==> config.mk <==
export PLATFORM = sky130hd
export DESIGN_NAME = rtat_cell
export DESIGN_NICKNAME = d
export VERILOG_FILES = /design/src/design/rtat_pkg.sv /design/src/design/rtat_cell.sv
export SDC_FILE = /design/constraint.sdc
export NUM_CORES = 1
export LEC_CHECK = 0
export ABC_AREA = 1
export BUFFER_PORTS_ARGS = -buffer_cell sky130_fd_sc_hd__buf_2
export CORE_ASPECT_RATIO = 0.9
export CORE_MARGIN = 2
export CORE_UTILIZATION = 41
export CTS_BUF_LIST = sky130_fd_sc_hd__clkbuf_8 sky130_fd_sc_hd__clkbuf_16
export DETAILED_ROUTE_END_ITERATION = 8
export PLACE_DENSITY = 0.71
export SLEW_MARGIN = 20
export SYNTH_ARGS = -nofsm -noshare
export SYNTH_HDL_FRONTEND = slang
export SYNTH_SLANG_ARGS = --single-unit
==> constraint.sdc <==
create_clock -name clk -period 10.85 [get_ports clk]
set_input_delay 2.17 -clock clk [delete_from_list [all_inputs] [get_ports clk]]
set_output_delay 2.17 -clock clk [all_outputs]
set_load 0.01 [all_outputs]
==> src/design/rtat_pkg.sv <==
`timescale 1ns / 1ps
// Shared types and codes for the range table address translator.
// No dependencies; used by rtat_cell, the top and the checker.
package rtat_pkg;

  localparam logic [1:0] REQ_CLEAR  = 2'd0;
  localparam logic [1:0] REQ_APPEND = 2'd1;
  localparam logic [1:0] REQ_QUERY  = 2'd2;

  localparam logic [1:0] ST_DONE  = 2'd0;
  localparam logic [1:0] ST_FOUND = 2'd1;
  localparam logic [1:0] ST_MISS  = 2'd2;
  localparam logic [1:0] ST_FULL  = 2'd3;

  typedef struct packed {
    logic [1:0]  req_type;
    logic [63:0] address;
    logic [63:0] byte_count;
  } in_item_t;

  typedef struct packed {
    logic [1:0]  status;
    logic [63:0] file_offset;
  } out_item_t;

  // Query walking down the cell chain.
  typedef struct packed {
    logic        valid;
    logic        hit;
    logic [63:0] address;
    logic [63:0] byte_count;
    logic [63:0] pos;
  } token_t;

endpackage

==> src/design/rtat_cell.sv <==
`timescale 1ns / 1ps
// One table entry plus one stage of the query walk.
// Depends on rtat_pkg.
module rtat_cell #(
  parameter int IDX   = 0,
  parameter int CNT_W = 5
) (
  input  logic             clk,
  input  logic             rst,
  input  logic [CNT_W-1:0] count,
  input  logic             wr_en,
  input  logic [63:0]      wr_start,
  input  logic [63:0]      wr_size,
  input  rtat_pkg::token_t tok_in,
  output rtat_pkg::token_t tok_out
);
  import rtat_pkg::*;

  logic [63:0] start;
  logic [63:0] size;
  logic        active;
  logic        below;
  logic [63:0] off;
  logic        over;
  logic [63:0] rem;
  logic        fits;
  token_t      tok_next;

  assign active = (CNT_W'(IDX) < count);

  always_ff @(posedge clk) begin
    if (wr_en && count == CNT_W'(IDX)) begin
      start <= wr_start;
      size  <= wr_size;
    end
  end

  always_comb begin
    {below, off} = {1'b0, tok_in.address} - {1'b0, start};
    {over, rem}  = {1'b0, size} - {1'b0, off};
    fits         = !below && !over && (tok_in.byte_count <= rem);
    tok_next     = tok_in;
    if (tok_in.valid && !tok_in.hit && active) begin
      if (fits) begin
        tok_next.hit = 1'b1;
        tok_next.pos = tok_in.pos + off;
      end else begin
        tok_next.pos = tok_in.pos + size;
      end
    end
  end

  always_ff @(posedge clk) begin
    if (rst) begin
      tok_out.valid <= 1'b0;
    end else begin
      tok_out.valid <= tok_next.valid;
    end
    tok_out.hit        <= tok_next.hit;
    tok_out.address    <= tok_next.address;
    tok_out.byte_count <= tok_next.byte_count;
    tok_out.pos        <= tok_next.pos;
  end

endmodule

==> metrics.txt, run 1 <==
Post-Place Setup Slack=0.03976 ns; Layout area overhead=23.49%; cts bufs inserted=37; H-tree depth=2; num ports=between 500 and 600; clock share of power=0.315; GRT busiest layer=met2; Worst Setup SP=tok_in[128]; Yosys warning count=0; share of power burned in registers=0.318; final setup fails=0; Filler cells=between 5000 and 6000; Core Util, Final=0.5124; area of the multi-input gates=approximately 14000 sq um; adder-cell share of the synthesized area=0.1374; Routed WL=88890 microns; MaxCap Viol Count=0; Synth Area in XOR/XNOR=0.05332; part of the Yosys area used for sequential elements=0.3267; crit end category=flip-flop; clk slew on worst S/H paths=0.08 ns; Avg Cell Area, Syn=~7.2 sq um; count leader, synth=nand2_1; Max Slew Vio Count=0; main combinational cell family by area after synthesis=simple AND/OR/NAND/NOR gates; fin crit share=0.9359; status=completed; Crit-path slowest cell=nor3_1; core area=57010 sq um; Reg-to-Reg Start=start[0]; Internal=between 2 and 3 mW; number of synthesized flops with an enable pin=128; crit-path max FO=26; via-per-instance ratio=about 5.2; Hold Path Class=flip-flop to flip-flop; largest net degree at the start of global routing=96; Cells after DPL=4667; final worst setup slack=0.6959 ns; worst-margin pin slew=0.9489 ns; Pwr Density=143.9 nW/um^2; layout cells sized above 1=0.1837; CP Data Required Time=11.30 ns; die height=231.9 microns; Cells after Synth=approximately 3300; mux cell area share after synthesis=0; Longest Clk Path Bufs=3; Global Route met3 Usage=0.07247; compound-gate portion of the synthesized area=0.1642; routing usage on met2=0.4596; Placement Cell Area=27870 sq um; DRC violations left=0; Storage cell area=7727 sq um; Layout Nets=4529; GRT overflow=0; vias=between 20000 and 25000; final cell count without fillers=4745; simple-gate share of the synthesized area=0.2409; Synth cell types=48; DR pass1 iterations=8; insertion delay to the later sink of the worst-skew pair=0.58 ns; Starting Density=0.4149; Max-slew headroom=0.3674; worst clock skew=roughly 0.023 ns; Hold Slack=just over 0.8 ns; VDD IR max=0.1201 mV; chip width=257.2 microns; GRT Util Overall=0.2913; Area contributors post-synth=dfxtp_1 (16%), edfxtp_1 (16%), ha_1 (13%); Sw Pwr=1.528 mW; first-pass GRT wire length=131700 microns; Final min period=a little over 10 ns; WL/cell=about 19 microns; top cells by count, synth=nand2_1 (839), inv_1 (444), nor2_1 (353); max incr delay on CP=0.42 ns; Root Buffer=clkbuf_16; met1 GRT Util=0.3920; Final Instance Area=29210 sq um; DRT antenna net count=0; fmax=98.48 MHz; Pwr Total=4.203 mW; Primary FF master, synth=dfxtp_1; initial antenna violation count=26; syn nets=roughly 3900; Leakage Power=14.43 nW; cell mode on critical path=nand2_1; crit path kind=input pin to flip-flop; critical path's top delay family=simple AND/OR/NAND/NOR gates; Port Buffers=~520; Synth Cell Area=23660 sq um; vias in the first global route=23250; Final Hold Fails=0; DP HPWL=77020 microns; CTS tree=built; #FFs+latches synth=322; GP Congestion=0.9837; post-synth top area share=0.1642; Hold Startpoint=size[63]; worst path bufs/invs=10; setup TNS=0 ns; Initial DRC Count=2044; Sink Count=322; Gate power share=0.367; crit path launch type=input pin; Async SR Flop Fraction=0; CP arrival=between 10 and 15 ns; leading area contributor after synthesis=dfxtp_1; site row count=83; switching share of power=0.3636; die area=59640 sq um; Reg2Reg Setup Slack=2.04 ns
[flip-flops by register name, summed over array words and instances (netlist names)]
register / cells
start: 64
size: 64
tok_out: 194
[final cells by class]
cell class / instances / area share
clock inverters: 23 / 0.008909
repair buffers: 621 / 0.1161
clock buffers: 43 / 0.03529
inverters: 447 / 0.05744
well taps: 765 / 0.03277
flip-flops and latches: 322 / 0.2645
multi-input cells: 2512 / 0.4840
diodes: 12 / 0.001028
[tightest hold or removal path, stage by stage, from the launching register on]
cell and delay, ns:
edfxtp_1 0.40, nand2_1 0.10, nand2_1 0.07, nand2_1 0.06, nand4_1 0.07, nand2_1 0.05
[layout by cell type (no fill, tap or decap), types with 4 or more instances in the layout]
cell / count
a21boi_0: 9
a21o_1: 23
a21oi_1: 303
a31oi_1: 33
and3_1: 6
buf_2: 523
buf_4: 95
bufinv_16: 4
clkbuf_16: 39
clkbuf_8: 4
clkinv_2: 4
dfxtp_1: 194
diode_2: 12
edfxtp_1: 128
ha_1: 255
inv_1: 449
nand2_1: 839
nand2_2: 5
nand3_1: 102
nand3b_1: 8
nand4_1: 27
nor2_1: 352
nor3_1: 34
nor4_1: 10
o2111ai_1: 5
o211ai_1: 5
o21a_1: 17
o21ai_0: 201
o21ai_1: 37
o21ai_2: 9
o21bai_1: 40
o31ai_1: 4
or2_2: 19
xnor2_1: 69
xor2_1: 75
[path summary, 6_finish.rpt]
| check | endpoint | cells after the start |
|---|---|---|
| max | tok_out[54] | 50 |
| min | tok_out[63] | 5 |
| max reg2reg | tok_out[54] | 48 |
| min reg2reg | tok_out[63] | 5 |
[repair_timing]
item | in CTS | in global routing
setup endpoints to repair | 0 | 17
endpoints found under the hold margin | 0 | 0
setup buffers | 0 | 0
hold buffers | 0 | 0
resized for setup | 0 | 5
[power groups by stage]
stage | sequential [mW] | clock (mW) | combinational [mW]
CTS | 1.34 | 1.35 | 1.52
global placement | 1.36 | 0 | 1.50
detailed placement | 1.36 | 0 | 1.51
finish | 1.34 | 1.32 | 1.54
global route | 1.34 | 1.40 | 1.71
floorplan | 1.39 | 0 | 0.918
[per-layer routing]
metal,share of wire,wire length (microns)
met5,0.0016,144
met4,0.029,2542
met3,0.094,8392
met2,0.43,38250
met1,0.45,39560
[cell families after synthesis]
family,Yosys count
buffers and inverters,474
XOR/XNOR,144
flip-flops,322
AO/OA/AOI/OAI,698
AND/OR/NAND/NOR,1412
adder cells (fa/ha/maj),258
(Power assumes the default switching activity.)
==> run 2, diff against run 1 <==
- CORE_MARGIN: 2 -> unset
==> run 2 against run 1 <==
  * Cell count up 1.2%
  * Routed wire length up 1.2%
  * Sequential cell count unchanged
  * Design area up 1.2%
  * Maximum frequency up 0.48%
  * Die area down 1.6%
==> metrics.txt, run 2 (same netlist as run 1, synthesis figures left out) <==
status=completed; num ports=524; Reg-to-Reg Start=start[0]; Longest Clk Path Bufs=3; cts bufs inserted=36; crit end category=flip-flop; Top reg by flops=tok_out; initial antenna violation count=16; area of the multi-input gates=14130 sq um; final setup fails=0; die area=between 50000 and 60000 sq um; Core Util, Final=0.5188; CP Data Required Time=11.25 ns; Starting Density=0.4149; Sink Count=roughly 320; DRT antenna net count=0; Final Instance Area=29580 sq um; CTS Hold Bufs=0; crit path kind=input pin to flip-flop; Layout area overhead=25.03%; commonest non-fill, non-tap cell in the layout=nand2_1; Hold Startpoint=size[63]; Hold Path Class=flip-flop to flip-flop; Initial DRC Count=1955; Storage cell area=a little under 8000 sq um; reg2reg end=tok_out[33]; largest net degree at the start of global routing=88; DP HPWL=77800 microns; Filler cells=5795; chip width=255.2 microns; Final Hold Fails=0; Leakage Power=14.69 nW; GP Congestion=1.056; Routed WL=89960 microns; WHS Path Cells=4; RSZ-0062 raised after global routing=no; via-per-instance ratio=between 5 and 6; crit-path max FO=23; WL/cell=about 19 microns; final cell count without fillers=around 4800; MaxCap Viol Count=0; Max-slew headroom=0.4100; CP arrival=roughly 11 ns; GRT Util Overall=0.3007; Crit-path slowest cell=fa_1; Hold EP=tok_out[63]; GRT overflow=0; DR pass1 iterations=6; post-CTS setup buffer count=0; Port Buffers=approximately 520; core area=57010 sq um; insertion delay to the later sink of the worst-skew pair=between 0.5 and 0.6 ns; max incr delay on CP=0.42 ns; worst-margin pin slew=0.8850 ns; cell mode on critical path=nand2_1; fmax=98.95 MHz; CTS tree=built; clk slew on worst S/H paths=approximately 0.08 ns; Root Buffer=clkbuf_16; die height=229.9 microns; VDD IR max=0.1232 mV; H-tree depth=2; max reg flops=between 150 and 200; fin crit share=0.9314; Pwr Density=between 100 and 150 nW/um^2; vias in the first global route=between 20000 and 25000; vias=24730; first-pass GRT wire length=132600 microns; largest registers=tok_out (194), size (64), start (64); Reg2Reg Setup Slack=2.10 ns; Cells after DPL=4731; Layout Nets=4592; layout cells sized above 1=0.1967; DRC violations left=0; crit path launch type=input pin; worst r2r path cells=45; Placement Cell Area=roughly 28000 sq um; Final min period=10.11 ns; Max Slew Vio Count=0; site row count=83; commonest non-fill, non-tap cells in the layout=nand2_1 (839), buf_2 (523), inv_1 (449); worst clock skew=0.03469 ns
[run 2: metrics by stage]
stage                     setup slack [ns]  hold slack [ns]  setup TNS, ns  total power, mW
after floorplan                      1.844           0.6328              0            2.310
after global placement             -0.2476           0.6927        -0.4545            2.910
after detailed placement           -0.2817           0.6922        -0.5533            2.919
after CTS                           0.2527           0.7371              0            4.170
after global routing               0.06959           0.8495              0            4.415
final                               0.7441           0.7417              0            4.177
[run 2: routing by layer]
metal  routed length (microns)  vias up  global-route usage
li1                          -    12360                   -
met1                     41610    11220              0.4312
met2                     38400      967              0.4627
met3                      7321      154             0.04845
met4                      2456       26             0.08290
met5                       172        -                   0
[run 2: how the worst max path moves through the flow]
| stage | startpoint | end | slack (ns) | depth (start not counted) |
|---|---|---|---|---|
| after floorplan | tok_in[128] | tok_out[36] | 1.84 | 47 |
| final | tok_in[128] | tok_out[33] | 0.74 | 47 |
| after detailed placement | tok_in[128] | tok_out[37] | -0.28 | 47 |
| after global routing | tok_in[128] | tok_out[48] | 0.07 | 52 |
| after CTS | tok_in[128] | tok_out[37] | 0.25 | 46 |
| after global placement | tok_in[128] | tok_out[37] | -0.25 | 47 |
[run 2: final cells by class]
| cell class | instances | area share |
|---|---|---|
| clock buffer | 46 | 0.03626 |
| tap | 765 | 0.03236 |
| sequential | 322 | 0.2613 |
| timing repair buffer | 685 | 0.1305 |
| inverter | 447 | 0.05673 |
| clock inverter | 19 | 0.004569 |
| antenna | 5 | 0.0004230 |
| multi-input combinational | 2512 | 0.4779 |
[run 2: worst max-delay path, delay by kind of cell]
| family | cells | cell delay (ns) |
|---|---|---|
| compound gates | 13 | 3.09 |
| simple gates | 17 | 2.13 |
| buf+inv | 9 | 0.95 |
| fa+ha+maj | 5 | 1.68 |
| xor+xnor | 3 | 0.49 |
[run 2: timing repair]
item / CTS / global route
endpoints found under the setup margin: 0 / 39
gates resized for setup: 0 / 7
endpoints found under the hold margin: 0 / 0
[run 2: power by group]
| group | switching [mW] | leakage, nW | internal, mW |
|---|---|---|---|
| Combinational | 0.981 | 11.3 | 0.610 |
| Clock | 0.541 | 0.617 | 0.708 |
| Sequential | 0.0184 | 2.79 | 1.32 |
